**src/sv/cbd_pkg.sv**
```systemverilog
`default_nettype none

package cbd_pkg;

	localparam int SIZE_BITS_DEF   = 24;
	localparam int LENGTH_BITS_DEF = 32;
	localparam int MID_DEPTH_DEF   = 2;
	localparam int OUT_DEPTH_DEF   = 2;

	localparam logic [7:0] CH_CR    = 8'h0D;
	localparam logic [7:0] CH_LF    = 8'h0A;
	localparam logic [7:0] CH_SPACE = 8'h20;
	localparam logic [7:0] CH_TAB   = 8'h09;
	localparam logic [7:0] CH_SEMI  = 8'h3B;

	typedef enum logic [2:0] {
		ST_FRAME   = 3'd0,
		ST_DATA    = 3'd1,
		ST_DONE    = 3'd2,
		ST_ERROR   = 3'd3,
		ST_IGNORED = 3'd4
	} status_t;

	typedef struct packed {
		logic [7:0] in_byte;
		logic       body_start;
	} in_item_t;

	typedef struct packed {
		logic [7:0]  out_byte;
		status_t     status;
		logic [31:0] body_length;
	} out_item_t;

	// Byte after classification, as handed from front to back.
	typedef struct packed {
		logic [7:0] in_byte;
		logic       body_start;
		logic       is_hex;
		logic [3:0] hex_val;
		logic       is_ext;
		logic       is_cr;
		logic       is_lf;
	} cls_item_t;

endpackage

`default_nettype wire

```
**src/sv/chunked_body_decoder.sv**
```systemverilog
// Chunked transfer decoder: one result per input byte, one byte per cycle sustained while neither side stalls.
// A byte accepted waits in the front queue until the back end takes it; its result then enters the result queue.
// Throughput is set by the phase update in the back end; the front queue
// and the result queue let either side stall without losing a byte.
// Reset (arst_n low, asynchronous): both queues empty, decoder at chunk-size start,
// totals zero.
`default_nettype none

module chunked_body_decoder import cbd_pkg::*; #(
	parameter int SIZE_BITS   = SIZE_BITS_DEF,
	parameter int LENGTH_BITS = LENGTH_BITS_DEF,
	parameter int MID_DEPTH   = MID_DEPTH_DEF,
	parameter int OUT_DEPTH   = OUT_DEPTH_DEF
) (
	input  wire logic     clk,
	input  wire logic     arst_n,
	input  wire logic     push,
	input  wire in_item_t item,
	output logic          full,
	output out_item_t     result,
	output logic          empty,
	input  wire logic     pop
);

	cls_item_t head;
	logic      head_empty;
	logic      take;

	cbd_front #(
		.MID_DEPTH(MID_DEPTH)
	) u_front (
		.clk       (clk),
		.arst_n    (arst_n),
		.push      (push),
		.item      (item),
		.full      (full),
		.take      (take),
		.head      (head),
		.head_empty(head_empty)
	);

	cbd_back #(
		.SIZE_BITS  (SIZE_BITS),
		.LENGTH_BITS(LENGTH_BITS),
		.OUT_DEPTH  (OUT_DEPTH)
	) u_back (
		.clk       (clk),
		.arst_n    (arst_n),
		.head      (head),
		.head_empty(head_empty),
		.take      (take),
		.result    (result),
		.empty     (empty),
		.pop       (pop)
	);

endmodule

`default_nettype wire

```
**src/sv/cbd_fifo.sv**
```systemverilog
`default_nettype none

module cbd_fifo #(
	parameter int WIDTH = 8,
	parameter int DEPTH = 2
) (
	input  wire logic             clk,
	input  wire logic             arst_n,
	input  wire logic             push,
	input  wire logic [WIDTH-1:0] wdata,
	output logic                  full,
	input  wire logic             pop,
	output logic [WIDTH-1:0]      rdata,
	output logic                  empty
);

	localparam int PTR_W = (DEPTH > 2) ? $clog2(DEPTH) : 1;
	localparam int CNT_W = $clog2(DEPTH + 1);

	logic [WIDTH-1:0] mem_q [DEPTH];
	logic [PTR_W-1:0] wr_ptr_q, rd_ptr_q;
	logic [CNT_W-1:0] count_q;
	logic             do_push, do_pop;

	assign full    = (count_q == CNT_W'(DEPTH));
	assign empty   = (count_q == '0);
	assign do_push = push && !full;
	assign do_pop  = pop && !empty;
	assign rdata   = mem_q[rd_ptr_q];

	always_ff @(posedge clk) begin
		if (do_push) begin
			mem_q[wr_ptr_q] <= wdata;
		end
	end

	always_ff @(posedge clk or negedge arst_n) begin
		if (!arst_n) begin
			wr_ptr_q <= '0;
			rd_ptr_q <= '0;
			count_q  <= '0;
		end else begin
			if (do_push) begin
				wr_ptr_q <= (wr_ptr_q == PTR_W'(DEPTH - 1)) ? '0 : wr_ptr_q + 1'b1;
			end
			if (do_pop) begin
				rd_ptr_q <= (rd_ptr_q == PTR_W'(DEPTH - 1)) ? '0 : rd_ptr_q + 1'b1;
			end
			if (do_push && !do_pop) begin
				count_q <= count_q + 1'b1;
			end else if (do_pop && !do_push) begin
				count_q <= count_q - 1'b1;
			end
		end
	end

endmodule

`default_nettype wire

```
**src/sv/cbd_front.sv**
```systemverilog
`default_nettype none

module cbd_front import cbd_pkg::*; #(
	parameter int MID_DEPTH = MID_DEPTH_DEF
) (
	input  wire logic      clk,
	input  wire logic      arst_n,
	input  wire logic      push,
	input  wire in_item_t  item,
	output logic           full,
	input  wire logic      take,
	output cls_item_t      head,
	output logic           head_empty
);

	cls_item_t              cls;
	logic [$bits(cls_item_t)-1:0] head_vec;

	always_comb begin
		cls            = '0;
		cls.in_byte    = item.in_byte;
		cls.body_start = item.body_start;
		cls.is_cr      = (item.in_byte == CH_CR);
		cls.is_lf      = (item.in_byte == CH_LF);
		cls.is_ext     = (item.in_byte == CH_SPACE) || (item.in_byte == CH_TAB) ||
		                 (item.in_byte == CH_SEMI);
		priority if (item.in_byte >= 8'h30 && item.in_byte <= 8'h39) begin
			cls.is_hex  = 1'b1;
			cls.hex_val = item.in_byte[3:0];
		end else if ((item.in_byte >= 8'h61 && item.in_byte <= 8'h66) ||
		             (item.in_byte >= 8'h41 && item.in_byte <= 8'h46)) begin
			// letters a..f and A..F share the low three bits 1..6
			cls.is_hex  = 1'b1;
			cls.hex_val = item.in_byte[3:0] + 4'd9;
		end else begin
			cls.is_hex  = 1'b0;
			cls.hex_val = '0;
		end
	end

	cbd_fifo #(
		.WIDTH ($bits(cls_item_t)),
		.DEPTH (MID_DEPTH)
	) u_mid_q (
		.clk   (clk),
		.arst_n(arst_n),
		.push  (push),
		.wdata (cls),
		.full  (full),
		.pop   (take),
		.rdata (head_vec),
		.empty (head_empty)
	);

	assign head = cls_item_t'(head_vec);

endmodule

`default_nettype wire

```
**src/sv/cbd_back.sv**
```systemverilog
`default_nettype none

module cbd_back import cbd_pkg::*; #(
	parameter int SIZE_BITS   = SIZE_BITS_DEF,
	parameter int LENGTH_BITS = LENGTH_BITS_DEF,
	parameter int OUT_DEPTH   = OUT_DEPTH_DEF
) (
	input  wire logic      clk,
	input  wire logic      arst_n,
	input  wire cls_item_t head,
	input  wire logic      head_empty,
	output logic           take,
	output out_item_t      result,
	output logic           empty,
	input  wire logic      pop
);

	localparam int LEN_EXT = (LENGTH_BITS > 32) ? LENGTH_BITS : 32;

	typedef enum logic [12:0] {
		PH_SIZE_START = 13'b0000000000001,
		PH_SIZE       = 13'b0000000000010,
		PH_EXT        = 13'b0000000000100,
		PH_EXT_CR     = 13'b0000000001000,
		PH_DATA       = 13'b0000000010000,
		PH_DATA_CR    = 13'b0000000100000,
		PH_DATA_LF    = 13'b0000001000000,
		PH_TRL_START  = 13'b0000010000000,
		PH_TRL        = 13'b0000100000000,
		PH_TRL_CR     = 13'b0001000000000,
		PH_END_CR     = 13'b0010000000000,
		PH_DONE       = 13'b0100000000000,
		PH_ERROR      = 13'b1000000000000
	} phase_t;

	phase_t                 phase_q, ph, ph_n, after_line;
	logic [SIZE_BITS-1:0]   chunk_q, chunk, chunk_n, chunk_dec;
	logic [LENGTH_BITS-1:0] total_q, total, total_n;
	logic [LEN_EXT-1:0]     total_ext;
	status_t                st;
	logic [7:0]             obyte;
	logic                   out_full;
	out_item_t              res;
	logic [$bits(out_item_t)-1:0] res_vec;

	assign take = !head_empty && !out_full;

	always_comb begin
		// body_start clears everything before the byte is applied
		ph         = head.body_start ? PH_SIZE_START : phase_q;
		chunk      = head.body_start ? '0 : chunk_q;
		total      = head.body_start ? '0 : total_q;
		after_line = (chunk == '0) ? PH_TRL_START : PH_DATA;
		chunk_dec  = chunk - 1'b1;
		ph_n       = ph;
		chunk_n    = chunk;
		total_n    = total;
		st         = ST_FRAME;
		obyte      = '0;
		unique case (ph)
			PH_SIZE_START: begin
				if (head.is_hex) begin
					chunk_n = SIZE_BITS'(head.hex_val);
					ph_n    = PH_SIZE;
				end else begin
					ph_n = PH_ERROR;
					st   = ST_ERROR;
				end
			end
			PH_SIZE: begin
				priority if (head.is_hex) begin
					// overflow exactly when the top digit is already occupied
					if (chunk[SIZE_BITS-1 -: 4] != '0) begin
						ph_n = PH_ERROR;
						st   = ST_ERROR;
					end else begin
						chunk_n = {chunk[SIZE_BITS-5:0], head.hex_val};
					end
				end else if (head.is_ext) begin
					ph_n = PH_EXT;
				end else if (head.is_cr) begin
					ph_n = PH_EXT_CR;
				end else if (head.is_lf) begin
					ph_n = after_line;
				end else begin
					ph_n = PH_ERROR;
					st   = ST_ERROR;
				end
			end
			PH_EXT: begin
				priority if (head.is_cr) begin
					ph_n = PH_EXT_CR;
				end else if (head.is_lf) begin
					ph_n = after_line;
				end else begin
					ph_n = PH_EXT;
				end
			end
			PH_EXT_CR: begin
				if (head.is_lf) begin
					ph_n = after_line;
				end else begin
					ph_n = PH_ERROR;
					st   = ST_ERROR;
				end
			end
			PH_DATA: begin
				if (total == '1) begin
					ph_n = PH_ERROR;
					st   = ST_ERROR;
				end else begin
					total_n = total + 1'b1;
					obyte   = head.in_byte;
					st      = ST_DATA;
					chunk_n = chunk_dec;
					if (chunk_dec == '0) begin
						ph_n = PH_DATA_CR;
					end
				end
			end
			PH_DATA_CR: begin
				if (head.is_cr) begin
					ph_n = PH_DATA_LF;
				end else begin
					ph_n = PH_ERROR;
					st   = ST_ERROR;
				end
			end
			PH_DATA_LF: begin
				if (head.is_lf) begin
					ph_n = PH_SIZE_START;
				end else begin
					ph_n = PH_ERROR;
					st   = ST_ERROR;
				end
			end
			PH_TRL_START: begin
				priority if (head.is_cr) begin
					ph_n = PH_END_CR;
				end else if (head.is_lf) begin
					ph_n = PH_DONE;
					st   = ST_DONE;
				end else begin
					ph_n = PH_TRL;
				end
			end
			PH_TRL: begin
				priority if (head.is_cr) begin
					ph_n = PH_TRL_CR;
				end else if (head.is_lf) begin
					ph_n = PH_TRL_START;
				end else begin
					ph_n = PH_TRL;
				end
			end
			PH_TRL_CR: begin
				if (head.is_lf) begin
					ph_n = PH_TRL_START;
				end else begin
					ph_n = PH_ERROR;
					st   = ST_ERROR;
				end
			end
			PH_END_CR: begin
				if (head.is_lf) begin
					ph_n = PH_DONE;
					st   = ST_DONE;
				end else begin
					ph_n = PH_ERROR;
					st   = ST_ERROR;
				end
			end
			PH_DONE, PH_ERROR: begin
				st = ST_IGNORED;
			end
			default: begin
				st = ST_IGNORED;
			end
		endcase
		total_ext       = LEN_EXT'(total_n);
		res.out_byte    = obyte;
		res.status      = st;
		res.body_length = total_ext[31:0];
	end

	always_ff @(posedge clk or negedge arst_n) begin
		if (!arst_n) begin
			phase_q <= PH_SIZE_START;
			chunk_q <= '0;
			total_q <= '0;
		end else if (take) begin
			phase_q <= ph_n;
			chunk_q <= chunk_n;
			total_q <= total_n;
		end
	end

	cbd_fifo #(
		.WIDTH ($bits(out_item_t)),
		.DEPTH (OUT_DEPTH)
	) u_out_q (
		.clk   (clk),
		.arst_n(arst_n),
		.push  (take),
		.wdata (res),
		.full  (out_full),
		.pop   (pop),
		.rdata (res_vec),
		.empty (empty)
	);

	assign result = out_item_t'(res_vec);

endmodule

`default_nettype wire

```
**config.mk**
```make
export PLATFORM = sky130hd
export DESIGN_NAME = chunked_body_decoder
export DESIGN_NICKNAME = d
export VERILOG_FILES = /design/src/sv/cbd_pkg.sv /design/src/sv/chunked_body_decoder.sv /design/src/sv/cbd_fifo.sv /design/src/sv/cbd_front.sv /design/src/sv/cbd_back.sv
export SDC_FILE = /design/constraint.sdc
export NUM_CORES = 1
export LEC_CHECK = 0
export BUFFER_PORTS_ARGS = -buffer_cell sky130_fd_sc_hd__buf_2
export CORE_AREA = 2 2 168 186
export DETAILED_ROUTE_END_ITERATION = 10
export DIE_AREA = 0 0 170 188
export PLACE_DENSITY_LB_ADDON = 0.3
export SLEW_MARGIN = 0
export SYNTH_ARGS = -nofsm -noshare
export SYNTH_HDL_FRONTEND = slang
export SYNTH_SLANG_ARGS = --single-unit
```
**constraint.sdc**
```tcl
create_clock -name clk -period 3.9 [get_ports clk]
set_clock_uncertainty 0.2 [all_clocks]
set_input_delay 0.78 -clock clk [delete_from_list [all_inputs] [get_ports clk]]
set_output_delay 0.78 -clock clk [all_outputs]
set_load 0.005 [all_outputs]
```
Word level (Yosys, flattened, before mapping)
Memories as Yosys holds them, arrays and structs flattened.
Cells that the tools add are included.
{"block": "word_totals", "register_bits": 77, "mem_bits_rw": 120, "inputBits": 13, "wordCells": 137, "memories": 2}
{"memory": "u_back.u_out_q.mem_q", "words": 2, "word_bits": 43, "read_ports": 1, "rd_ports_with_merged_regs": 0, "write_ports": 1, "line": "cbd_fifo.sv:20", "rtl": "logic [WIDTH-1:0] mem_q [DEPTH];"}
{"memory": "u_front.u_mid_q.mem_q", "words": 2, "word_bits": 17, "read_ports": 1, "rd_ports_with_merged_regs": 0, "write_ports": 1, "line": "cbd_fifo.sv:20"}
{"block": "classes", "n_addsub": 11, "magnitude_cmp": 6, "eq_ne": 19, "n_mux": 58, "n_reduce_logical": 32}
{"operator": "$mux 13", "count": 17}
{"operator": "$pmux 13 s11", "count": 1}
{"operator": "$mux 24", "count": 5}
{"operator": "$mux 32", "count": 3}
{"operator": "$pmux 24 s3", "count": 1}
{"operator": "$logic_not 24->1", "count": 2}
{"operator": "$add 32x1->32 const B", "count": 1}
{"operator": "$eq 32x32->1 const B", "count": 1}
{"operator": "$eq 8x4->1 const B", "count": 3}
{"operator": "$mux 8", "count": 3}
{"operator": "$pmux 3 s8", "count": 1}
{"operator": "$sub 24x1->24 const B", "count": 1}
{"operator": "$mux 2", "count": 10}
{"operator": "$eq 8x6->1 const B", "count": 2}
{"operator": "$ge 8x7->1 const B", "count": 2}
{"operator": "$le 8x7->1 const B", "count": 2}
{"operator": "$eq 13x1->1 const B", "count": 1}
{"operator": "$eq 13x10->1 const B", "count": 1}
{"operator": "$eq 13x11->1 const B", "count": 1}
{"operator": "$eq 13x2->1 const B", "count": 1}
{"operator": "$eq 13x3->1 const B", "count": 1}
{"operator": "$eq 13x4->1 const B", "count": 1}
{"operator": "$eq 13x5->1 const B", "count": 1}
{"operator": "$eq 13x6->1 const B", "count": 1}
{"operator": "23 further kinds", "count": 63}

Logic depth before layout (Yosys ltp)
Gate-level depths: netlist of run 1.
An unclocked memory read counts as a cell.
{"block": "logic_depth", "ltp_word": 9, "ltp_mapped": 16, "ltp_nobuf": 10}

Cells and area by module
Synthesis of run 1 repeated with hierarchy kept, for this count alone.
{"block": "unflattened", "hier_cells": 987, "area_unflattened_um2": 10679.0}
{"mod": "cbd_back", "instances": 1, "cells_per_inst": 725, "area_each_um2": 5426.5, "seq_area_each_um2": 1727.9}
{"mod": "cbd_fifo at u_back.u_out_q", "instances": 1, "cells_per_inst": 153, "area_each_um2": 3500.9, "seq_area_each_um2": 2682.6}
{"mod": "cbd_fifo at u_front.u_mid_q", "instances": 1, "cells_per_inst": 72, "area_each_um2": 1473.9, "seq_area_each_um2": 1121.1}
{"mod": "cbd_front", "instances": 1, "cells_per_inst": 37, "area_each_um2": 277.8, "seq_area_each_um2": 0.0}

Worst setup path before layout of run 1
Ideal clock, no wire load.
{"block": "synth_timing", "path_type": "reg-to-reg", "startpoint": "register u_front.u_mid_q.rd_ptr_q", "endpoint": "register u_back.phase_q[4]", "setup_time_ps": 136, "t_arrival_ps": 3445, "required_ps": 3564, "setup_slack_ps": 119, "path_stages_with_launch": 16, "synth_period_minus_slack_ps": 3781, "path_cell_list": "dfrtp_1 mux2i_1 buf_2 clkbuf_1 buf_1 buf_1 nand2_1 ha_1 clkbuf_1 xor2_1 nor4b_1 nand3_1 a211oi_1 nand4b_1 o31ai_1 o211ai_1"}
{"block": "synth_via", "elab_chain_len": 9, "elab_cells_between_ends": 33}
{"element": "from (decl)", "line": "cbd_fifo.sv:21", "rtl": "logic [PTR_W-1:0] wr_ptr_q, rd_ptr_q;"}
{"element": "from (signal assigned)", "line": "cbd_fifo.sv:47", "rtl": "rd_ptr_q <= (rd_ptr_q == PTR_W'(DEPTH - 1)) ? '0 : rd_ptr_q + 1'b1;"}
{"element": "$mem_v2 2x17 (*)"}
{"element": "branches (longest 7 deep; another with $sub 24x1->24)"}
{"element": "$pmux 13 s11 (*)", "line": "cbd_back.sv:60", "rtl": "unique case (ph)"}
{"element": "to (signal assigned)", "line": "cbd_back.sv:192", "rtl": "phase_q <= ph_n;"}
{"element": "to (decl)", "line": "cbd_back.sv:36", "rtl": "phase_t phase_q, ph, ph_n, after_line;"}
Mark *: on every way between the ends.
A chain may end at the register's enable or synchronous reset.

Final worst setup path of run 1
{"block": "layout_timing", "startpoint": "register u_front.u_mid_q.rd_ptr_q", "endpoint": "register u_back.chunk_q[3]"}
{"block": "layout_via", "elab_chain_len": 6, "elab_cells_between_ends": 15}
{"element": "$mem_v2 2x17 (*)"}
{"element": "branches (longest 4 deep; another with $sub 24x1->24)"}
{"element": "$pmux 24 s3 (*)", "line": "cbd_back.sv:60"}
{"element": "to (signal assigned)", "line": "cbd_back.sv:193", "rtl": "chunk_q <= chunk_n;"}
{"element": "to (decl)", "line": "cbd_back.sv:37", "rtl": "logic [SIZE_BITS-1:0] chunk_q, chunk, chunk_n, chunk_dec;"}
Marked as above.

==> results of run 1 <==
## stage by stage
| step | hold slack, ns | total power, W |
|---|---|---|
| after floorplan | 0.260 | 0.00556 |
| after global placement | 0.279 | 0.00678 |
| after detailed placement | 0.294 | 0.00680 |
| after CTS | 0.144 | 0.00850 |
| after global routing | 0.164 | 0.00896 |
| final | 0.126 | 0.00841 |
## metal layers
layer / up-vias / part of all wire
li1: 3621 / -
met2: 189 / 0.50
met4: 0 / 0.023
met1: 3757 / 0.44
met3: 36 / 0.039
met5: - / 0
## layout by cell type (no fill, tap or decap), types with 4 or more instances in the layout
| master | instances |
|---|---|
| edfxtp_1 | 120 |
| nand2_1 | 91 |
| dfrtp_1 | 75 |
| nor2_1 | 70 |
| buf_2 | 56 |
| mux2_2 | 54 |
| o21ai_0 | 53 |
| nand3_1 | 35 |
| a21oi_1 | 34 |
| buf_4 | 34 |
| xor2_1 | 33 |
| xnor2_1 | 21 |
| nor3_1 | 20 |
| a31oi_1 | 18 |
| nand4_1 | 17 |
| clkbuf_16 | 17 |
| o31ai_1 | 16 |
| inv_1 | 15 |
| mux2i_1 | 15 |
| nor4_1 | 11 |
| a22oi_1 | 11 |
| and3_1 | 10 |
| ha_1 | 10 |
| or3_1 | 9 |
| a21o_1 | 9 |
| o22ai_1 | 8 |
| o2bb2ai_1 | 8 |
| nand2b_1 | 7 |
| and4_1 | 7 |
| o2bb2ai_2 | 6 |
| nor4b_1 | 5 |
| o211ai_1 | 5 |
| a22o_1 | 5 |
| nor3_2 | 4 |
| nand3b_1 | 4 |
| nor2b_1 | 4 |
| clkbuf_1 | 4 |
## state kept, by name, summed over array words and instances (netlist names)
register,flops
u_front.u_mid_q.wr_ptr_q,1
u_back.u_out_q.wr_ptr_q,1
u_back.total_q,32
u_back.u_out_q.rd_ptr_q,1
u_back.u_out_q.mem_q,86
u_front.u_mid_q.count_q,2
u_back.u_out_q.count_q,2
u_front.u_mid_q.mem_q,34
u_back.chunk_q,24
u_back.phase_q,13
u_front.u_mid_q.rd_ptr_q,1
## power by group through the flow
stage	clock [W]	sequential, W	combinational (W)
after floorplan	0	0.00320	0.00236
after global placement	0	0.00332	0.00347
after detailed placement	0	0.00334	0.00346
after CTS	0.00173	0.00330	0.00347
after global routing	0.00181	0.00337	0.00378
final	0.00169	0.00330	0.00343
## logic make-up (layout without fill, tap and decap cells)
family / Yosys count / count (layout) / share of synthesized area
adder cells (fa/ha/maj): 10 / 10 / 0.0121
AO/OA/AOI/OAI: 214 / 214 / 0.145
multiplexers: 71 / 71 / 0.0751
AND/OR/NAND/NOR: 316 / 316 / 0.159
flip-flops: 197 / 197 / 0.533
buffers and inverters: 72 / 137 / 0.0304
XOR/XNOR: 54 / 54 / 0.0456
## final cells by class
class	count	area, um2
clock inverters	9	93.8
multi-input cells	665	4570
repair buffers	90	536
fillers	2915	18400
flip-flops and latches	197	5530
inverters	15	56.3
well taps	379	474
clock buffers	23	468
## final timing paths
| path | end | slack, ns | cells past startpoint |
|---|---|---|---|
| max | u_back.chunk_q[3]$_DFFE_PN0P_ | 0.53 | 12 |
| min | u_back.chunk_q[19]$_DFFE_PN0P_ | 0.13 | 1 |
| max reg2reg | u_back.chunk_q[3]$_DFFE_PN0P_ | 0.53 | 12 |
| min reg2reg | u_front.u_mid_q.wr_ptr_q$_DFFE_PN0P_ | 0.30 | 1 |
| max in group asynchronous | u_back.phase_q[0]$_DFFE_PN1P_ | 2.63 | 2 |
| min in group clk | u_front.u_mid_q.wr_ptr_q$_DFFE_PN0P_ | 0.30 | 1 |
## worst register-to-register path: cells and delay by family (launching register included)
family,cells,cell delay [ns]
flip-flops,1,0.40
adder cells (fa/ha/maj),1,0.18
AND/OR/NAND/NOR,3,0.76
multiplexers,1,0.37
AO/OA/AOI/OAI,4,0.77
buffers and inverters,3,0.57
==> metrics.cfg, run 1 <==
[die]
core_mm2=0.0302
die_h_um=188
io_pins=58
start_util=0.344
dieArea_mm2=0.0320
die_w_um=170
num_rows=67

[global_routing]
grt_pass1_vias=7426
groute.layer.met3.usage=0.0255
grtUsageMet2=0.266
met1_usage=0.201
grt.total_usage=0.158
antenna_found_initial=0
grt_max_degree=56
overflow=0
top_usage_layer=met2
grt_pass1_wl_mm=39.9

[sta]
period_share=0.863
maxSlewHeadroom=0.271
fin_tns_setup_ns=0
rsz0062_at_grt=no
setup_violations=0
fin_ws_ns=0.534
slew_viol_final=0
finalHoldViolCount=0
max_freq_mhz=297
min_period_ns=3.37
worst_pin_slew_ns=1.09

[setup_path]
crit_chain=mux2i_4, nand2_1, inv_1, ha_1, nand4_1, nor4bb_4, buf_4, a31o_1, buf_4, a31oi_1, o32ai_1, a21oi_1
worst-path-max-fanout=16
startpoint_type=flip-flop
path_delay_family=compound AO/OA/AOI/OAI gates
startpoint=u_front.u_mid_q.rd_ptr_q$_DFFE_PN0P_
arrival_ns=3.48
end_kind=flip-flop
crit_buf_inv=3
cp_slowest_cell=dfrtp_1
criticalPathCategory=flip-flop to flip-flop
timing.critical_path.mode_cell=buf_4
r2r-start=u_front.u_mid_q.rd_ptr_q$_DFFE_PN0P_
crit_path_max_incr_delay_ns=0.40
worstPathRequired_ns=4.02

[finish]
nets=1009
area_delta_synth_final_pct=13.0
stdcell_count=1378
drive_gt1_frac=0.205
diodes=0
fin_util=0.389
final_cell_area_mm2=0.0117

[min_path]
hold_class=primary input to asynchronous set/reset pin

[power_and_ir_drop]
power_density_mw_per_mm2=716
pwr-share-comb=0.407
pwr-share-seq=0.392
p_clk_frac=0.201
sw_frac_of_total=0.374
intPower_w=0.00526
vdd_drop_max_uv=424
leakagePower_nw=4.43
p_switching_w=0.00315

[yosys]
synth_area_per_cell_um2=11.1
synth_edf_count=120
async_flop_share=0.391
synth.most_common_cell=edfxtp_1
synth_warnings=0
ys_seq_area_frac=0.533
syn_inst=934
syn_area_mm2=0.0104
synth_top_cell_area_share=0.347
ys_seq_elements=197
yosys.area.top_type=edfxtp_1
synth_cell_type_count=74
synthTopCellsByCount=edfxtp_1 (120), nand2_1 (91), dfrtp_1 (76)
synth_ff_type=edfxtp_1
synth_area_leaders=edfxtp_1 (35%), dfrtp_1 (18%), mux2_2 (5.9%)
syn_nets=957

[clocking]
cts.htree.levels=4
cts_hold_buf=0
cts_tree=done
clockRootBuffer=clkbuf_16
post_cts_buffers=0
clk_pin_slew_ns=0.07
cts_buffers=17
clock_path_buffers=2
clock_latency_ns=0.44
post_cts_resized=0
clock_sinks=197

[place]
dp.cells=1346
pre_cts_slack_ns=0.541
io_buffer_count=57
place_area_mm2=0.0112
place.gp.congestion=0.905
hpwl_mm=16.9

[detailed_routing]
post_drt_via_cell_ratio=5.52
drtAntennaViolNets=0
drc=0
dr.pass1.iters=6
initialDrtViolationCount=633
wirelength_mm=24.6
num_vias=7603
wl_per_cell_um=17.9

[job]
drv_cap=0

[run_status]
outcome=finished, final reports clean

Note: power is estimated with default switching activity, not from simulation.
==> run 2, diff against run 1 <==
clock period = 3.2 ns   (was 3.9 ns; I/O delays follow)
==> metrics.cfg, run 2 (synthesis results as in run 1) <==
[sta]
min_period_ns=3.10
worst_pin_slew_ns=0.881
slew_viol_final=0
fin_hold_ws_ns=0.0143
fin_tns_setup_ns=0
period_share=0.968
finalHoldViolCount=0
rsz0062_at_grt=yes
fin_ws_ns=0.104
max_freq_mhz=323
setup_violations=0
maxSlewHeadroom=0.413

[setup_path]
criticalPathCategory=flip-flop to flip-flop
crit_path_max_incr_delay_ns=0.42
path_delay_family=compound AO/OA/AOI/OAI gates
cp_slowest_cell=dfrtp_1
worstPathRequired_ns=3.33
r2r-start=u_front.u_mid_q.rd_ptr_q$_DFFE_PN0P_
r2r_end=u_back.phase_q[4]$_DFFE_PN0P_
path_depth=13
setup.worst_path.end=u_back.phase_q[4]$_DFFE_PN0P_
reg2reg_slack_ns=0.10
ff2ff_path_depth=13
end_kind=flip-flop
startpoint=u_front.u_mid_q.rd_ptr_q$_DFFE_PN0P_
crit_chain=mux2i_4, buf_4, buf_12, nand2_2, ha_4, nor4b_4, nand3_1, buf_6, nor4_2, o211a_1, o311ai_2, o31ai_1, o211ai_1
startpoint_type=flip-flop
crit_buf_inv=3
worst-path-max-fanout=14
arrival_ns=3.23

[power_and_ir_drop]
power_density_mw_per_mm2=890
vdd_drop_max_uv=478
leakagePower_nw=4.75

[clocking]
clk_pin_slew_ns=0.08
clock_sinks=197
clock_latency_ns=0.46
cts_tree=done
clockRootBuffer=clkbuf_16
clock_path_buffers=2
cts_hold_buf=0
cts.htree.levels=4
cts_buffers=17

[finish]
area_delta_synth_final_pct=18.5
reg_top3=u_back.u_out_q.mem_q: 86 flops, u_front.u_mid_q.mem_q: 34 flops, u_back.total_q: 32 flops
largest_reg_flops=86
drive_gt1_frac=0.258
diodes=0
seq_area_mm2=0.00553
multi_input_area_mm2=0.00465
fin_util=0.408
nets=1057
layout_common_cells=edfxtp_1 (120), nand2_1 (89), dfrtp_1 (75), buf_4 (73), nor2_1 (70)
n_fill_cell=2875
max_flop_register=u_back.u_out_q.mem_q
final_common_cell=edfxtp_1
final_cell_area_mm2=0.0123

[detailed_routing]
wirelength_mm=25.7
initialDrtViolationCount=636
drtAntennaViolNets=0
wl_per_cell_um=18.0
drc=0
num_vias=7795
dr.pass1.iters=5
post_drt_via_cell_ratio=5.47

[global_routing]
overflow=0
grt_pass1_wl_mm=40.7
grt_max_degree=54
antenna_found_initial=0
grt_pass1_vias=7505
grt.total_usage=0.162

[job]
drv_cap=0

[place]
io_buffer_count=57
place.gp.congestion=0.891
pre_cts_slack_ns=0.0112
hpwl_mm=16.9
place_area_mm2=0.0116

[min_path]
hold_class=primary input to asynchronous set/reset pin

[die]
core_mm2=0.0302
num_rows=67
dieArea_mm2=0.0320
die_h_um=188
die_w_um=170
start_util=0.344
io_pins=58

[run_status]
outcome=finished, final reports clean

run 2: changes by cell type in the layout (fill, tap and decap cells not counted), moves of 3 or more:
cell | before | now
buf_12 | 0 | 5
inv_6 | 2 | 5
nor3_2 | 4 | 7
buf_4 | 34 | 73
nor3_1 | 20 | 17
clkbuf_1 | 4 | 0
inv_8 | 0 | 5
run 2: cell type report:
class	instances	share of cell area
Sequential cell	197	0.450
Multi-Input combinational cell	665	0.378
Timing Repair Buffer	138	0.0814
Tap cell	379	0.0386
Clock buffer	17	0.0346
Clock inverter	15	0.0127
Inverter	15	0.00458
run 2: layer usage:
metal / GRT usage / routed length (um) / vias up
li1: - / - / 3720
met4: 0.0562 / 542 / 0
met1: 0.206 / 11200 / 3818
met2: 0.280 / 12900 / 219
met3: 0.0243 / 1060 / 38
met5: 0 / 0 / -
run 2: through the flow:
step	total power [W]	instances
5_1_grt	0.0116	1426
6_report	0.0109	1426
3_3_place_gp	0.00867	1386
2_1_floorplan	0.00683	934
4_1_cts	0.0109	1418
3_5_place_dp	0.00871	1386
run 2: how the worst min path moves through the flow:
| stage | end | slack (ns) | from | cells past startpoint |
|---|---|---|---|---|
| after detailed placement | u_front.u_mid_q.wr_ptr_q$_DFFE_PN0P_ | 0.29 | u_front.u_mid_q.wr_ptr_q$_DFFE_PN0P_ | 1 |
| final | u_back.u_out_q.count_q[0]$_DFFE_PN0P_ | 0.01 | arst_n | 1 |
| after global routing | u_back.chunk_q[2]$_DFFE_PN0P_ | 0.05 | arst_n | 1 |
| after floorplan | u_back.chunk_q[0]$_DFFE_PN0P_ | 0.14 | arst_n | 0 |
| after CTS | u_back.u_out_q.count_q[0]$_DFFE_PN0P_ | 0.03 | arst_n | 1 |
| after global placement | u_front.u_mid_q.wr_ptr_q$_DFFE_PN0P_ | 0.28 | u_front.u_mid_q.wr_ptr_q$_DFFE_PN0P_ | 1 |
run 2: report_power, final:
part	switching [W]	leakage, nW	internal, W
sequential	0.000342	2.16	0.00365
clock	0.00108	0.289	0.00105
combinational	0.00278	2.30	0.00205
run 2: timing repair:
action,in CTS,in global routing
setup endpoints to repair,0,45
resized for setup,0,16
setup buffers,0,6
endpoints found under the hold margin,0,0
==> run 3, diff against run 2 <==
ABC_AREA = 1   (was not set)
CORE_AREA = 2 2 174 193   (was 2 2 168 186)
DIE_AREA = 0 0 176 195   (was 0 0 170 188)
==> metrics.cfg, run 3 <==
[die]
die_w_um=176
die_h_um=195
num_rows=69
dieArea_mm2=0.0343
core_mm2=0.0322
start_util=0.346
io_pins=58

[power_and_ir_drop]
leakagePower_nw=5.62
vdd_drop_max_uv=415
power_density_mw_per_mm2=952

[finish]
reg_top3=u_back.u_out_q.mem_q: 86 flops, u_front.u_mid_q.mem_q: 34 flops, u_back.total_q: 32 flops
layout_common_cells=nand2_1 (420), nor2_1 (135), inv_1 (134), edfxtp_1 (120), nand3_1 (101)
drive_gt1_frac=0.130
area_delta_synth_final_pct=14.0
max_flop_register=u_back.u_out_q.mem_q
nets=1470
final_common_cell=nand2_1
diodes=0
largest_reg_flops=86

[place]
place.gp.congestion=0.930
io_buffer_count=57
hpwl_mm=19.8

[setup_path]
r2r_end=u_back.u_out_q.mem_q[0][20]$_DFFE_PP_
end_kind=flip-flop
startpoint_type=flip-flop
reg2reg_slack_ns=0.27
ff2ff_path_depth=17
worst-path-max-fanout=16
criticalPathCategory=flip-flop to flip-flop
r2r-start=u_front.u_mid_q.rd_ptr_q$_DFFE_PN0P_
arrival_ns=2.91
worstPathRequired_ns=3.18

[sta]
min_period_ns=2.93
fin_hold_ws_ns=0.222
rsz0062_at_grt=no
setup_violations=0
maxSlewHeadroom=0.481
fin_tns_setup_ns=0
worst_pin_slew_ns=0.770
period_share=0.915
slew_viol_final=0
finalHoldViolCount=0
max_freq_mhz=342

[yosys]
synth.most_common_cell=nand2_1
synth_top_cell_area_share=0.323
synth_area_leaders=edfxtp_1 (32%), dfrtp_1 (17%), nand2_1 (14%)
ys_seq_area_frac=0.496
synth_area_per_cell_um2=8.05
synth_edf_count=120
syn_inst=1384
synth_ff_type=edfxtp_1
synth_cell_type_count=52
ys_seq_elements=197
syn_area_mm2=0.0111
synth_warnings=0
synthTopCellsByCount=nand2_1 (422), nor2_1 (139), inv_1 (135)
yosys.area.top_type=edfxtp_1
async_flop_share=0.391
syn_nets=1407

[detailed_routing]
num_vias=9315
post_drt_via_cell_ratio=4.94
drc=0
drtAntennaViolNets=0
initialDrtViolationCount=774
dr.pass1.iters=5
wirelength_mm=28.2
wl_per_cell_um=14.9

[global_routing]
grt_max_degree=67
overflow=0
antenna_found_initial=0
grt.total_usage=0.166
grt_pass1_wl_mm=45.7
grt_pass1_vias=8942

[clocking]
clock_path_buffers=2
clock_sinks=197
post_cts_buffers=0
cts.htree.levels=4
clockRootBuffer=clkbuf_16
cts_tree=done
clk_pin_slew_ns=0.07
cts_buffers=17
clock_latency_ns=0.44

[run_status]
outcome=finished, final reports clean

[min_path]
whs_endpoint=u_front.u_mid_q.mem_q[1][8]$_DFFE_PP_
hold_start=item[0]
holdPathStages=1
hold_class=primary input to flip-flop

[job]
drv_cap=0

## run 3: cell count changes in the layout (fill, tap and decap cells not counted), moves of 13 or more
cell and delta:
nor2_1 +65, nor2_2 +13, o31ai_1 -15, nand2_1 +331, inv_1 +119, o21ai_1 +32, xnor2_1 -14, mux2_2 -54
nand3_1 +66, o21ai_0 +22, a31oi_1 -16, buf_4 -45
## run 3: cells by family (layout without fill, tap and decap cells)
kind of cell	Yosys count	count (layout)	share of synthesized area
and+or+nand+nor	751	752	0.291
buffers and inverters	198	273	0.0756
DFF	197	197	0.496
AOI/OAI and AO/OA	188	188	0.0944
xor gates and xnor gates	37	37	0.0291
adders and majority gates	10	10	0.0112
muxes	3	3	0.00269
## run 3: report_power, final
| group | leakage (nW) | switching, W | internal, W |
|---|---|---|---|
| sequential | 2.16 | 0.000356 | 0.00371 |
| combinational | 3.19 | 0.00404 | 0.00192 |
| clock | 0.275 | 0.00104 | 0.00104 |
| total | 5.62 | 0.00543 | 0.00666 |
## run 3: final cells by class
type / count / area (um2)
flip-flops and latches: 197 / 5530
clock buffers: 18 / 429
well taps: 426 / 533
fillers: 3244 / 19500
inverters: 148 / 563
multi-input cells: 990 / 4860
clock inverters: 14 / 136
repair buffers: 93 / 643
## run 3: per-stage QoR
step / cell area (um2) / power [W] / setup WS, ns / utilization / std cells
detailed placement: 12000 / 0.0100 / 0.110 / 0.374 / 1852
floorplan: 11200 / 0.00813 / 0.0792 / - / 1384
global route: 12700 / 0.0131 / 0.0282 / 0.394 / 1886
global placement: 12000 / 0.00998 / 0.142 / 0.374 / 1852
finish: 12700 / 0.0121 / 0.274 / 0.394 / 1886
CTS: 12600 / 0.0121 / 0.0972 / 0.392 / 1885
## run 3: layer usage
layer / vias up / global-route usage / wire (um)
li1: 4674 / - / -
met1: 4418 / 0.210 / 12500
met2: 183 / 0.292 / 14200
met3: 40 / 0.0218 / 909
met5: - / 0 / 0
met4: 0 / 0.0582 / 535
## run 3: worst max path at each step
stage	startpoint	to	slack, ns	cells past startpoint
floorplan	u_front.u_mid_q.rd_ptr_q$_DFFE_PN0P_	u_back.u_out_q.mem_q[0][20]$_DFFE_PP_	0.08	18
global placement	u_front.u_mid_q.rd_ptr_q$_DFFE_PN0P_	u_back.u_out_q.mem_q[0][15]$_DFFE_PP_	0.14	10
detailed placement	u_front.u_mid_q.rd_ptr_q$_DFFE_PN0P_	u_back.u_out_q.mem_q[0][15]$_DFFE_PP_	0.11	10
CTS	u_front.u_mid_q.rd_ptr_q$_DFFE_PN0P_	u_back.u_out_q.mem_q[1][15]$_DFFE_PP_	0.1	10
global route	u_front.u_mid_q.rd_ptr_q$_DFFE_PN0P_	u_back.u_out_q.mem_q[0][20]$_DFFE_PP_	0.03	17
finish	u_front.u_mid_q.rd_ptr_q$_DFFE_PN0P_	u_back.u_out_q.mem_q[0][20]$_DFFE_PP_	0.27	17
## run 3: worst max-delay path: stages, from the launching register on
cell     delay [ns]
dfrtp_1        0.45
inv_4          0.07
nand2_4        0.07
nand2_4        0.06
buf_4          0.20
nor2_1         0.10
inv_1          0.07
nor2_1         0.13
inv_1          0.08
nor2_2         0.12
nand3_1        0.14
nor2_1         0.15
nand2_1        0.10
nand2_4        0.12
inv_4          0.12
nand2_1        0.15
o21ai_0        0.11
and2_1         0.19
## run 3: what timing repair did
action | in CTS | in global routing
setup endpoints to repair | 0 | 65
hold endpoints to repair | 21 | 0
hold buffers | 1 | 0
gates resized for setup | 0 | 17
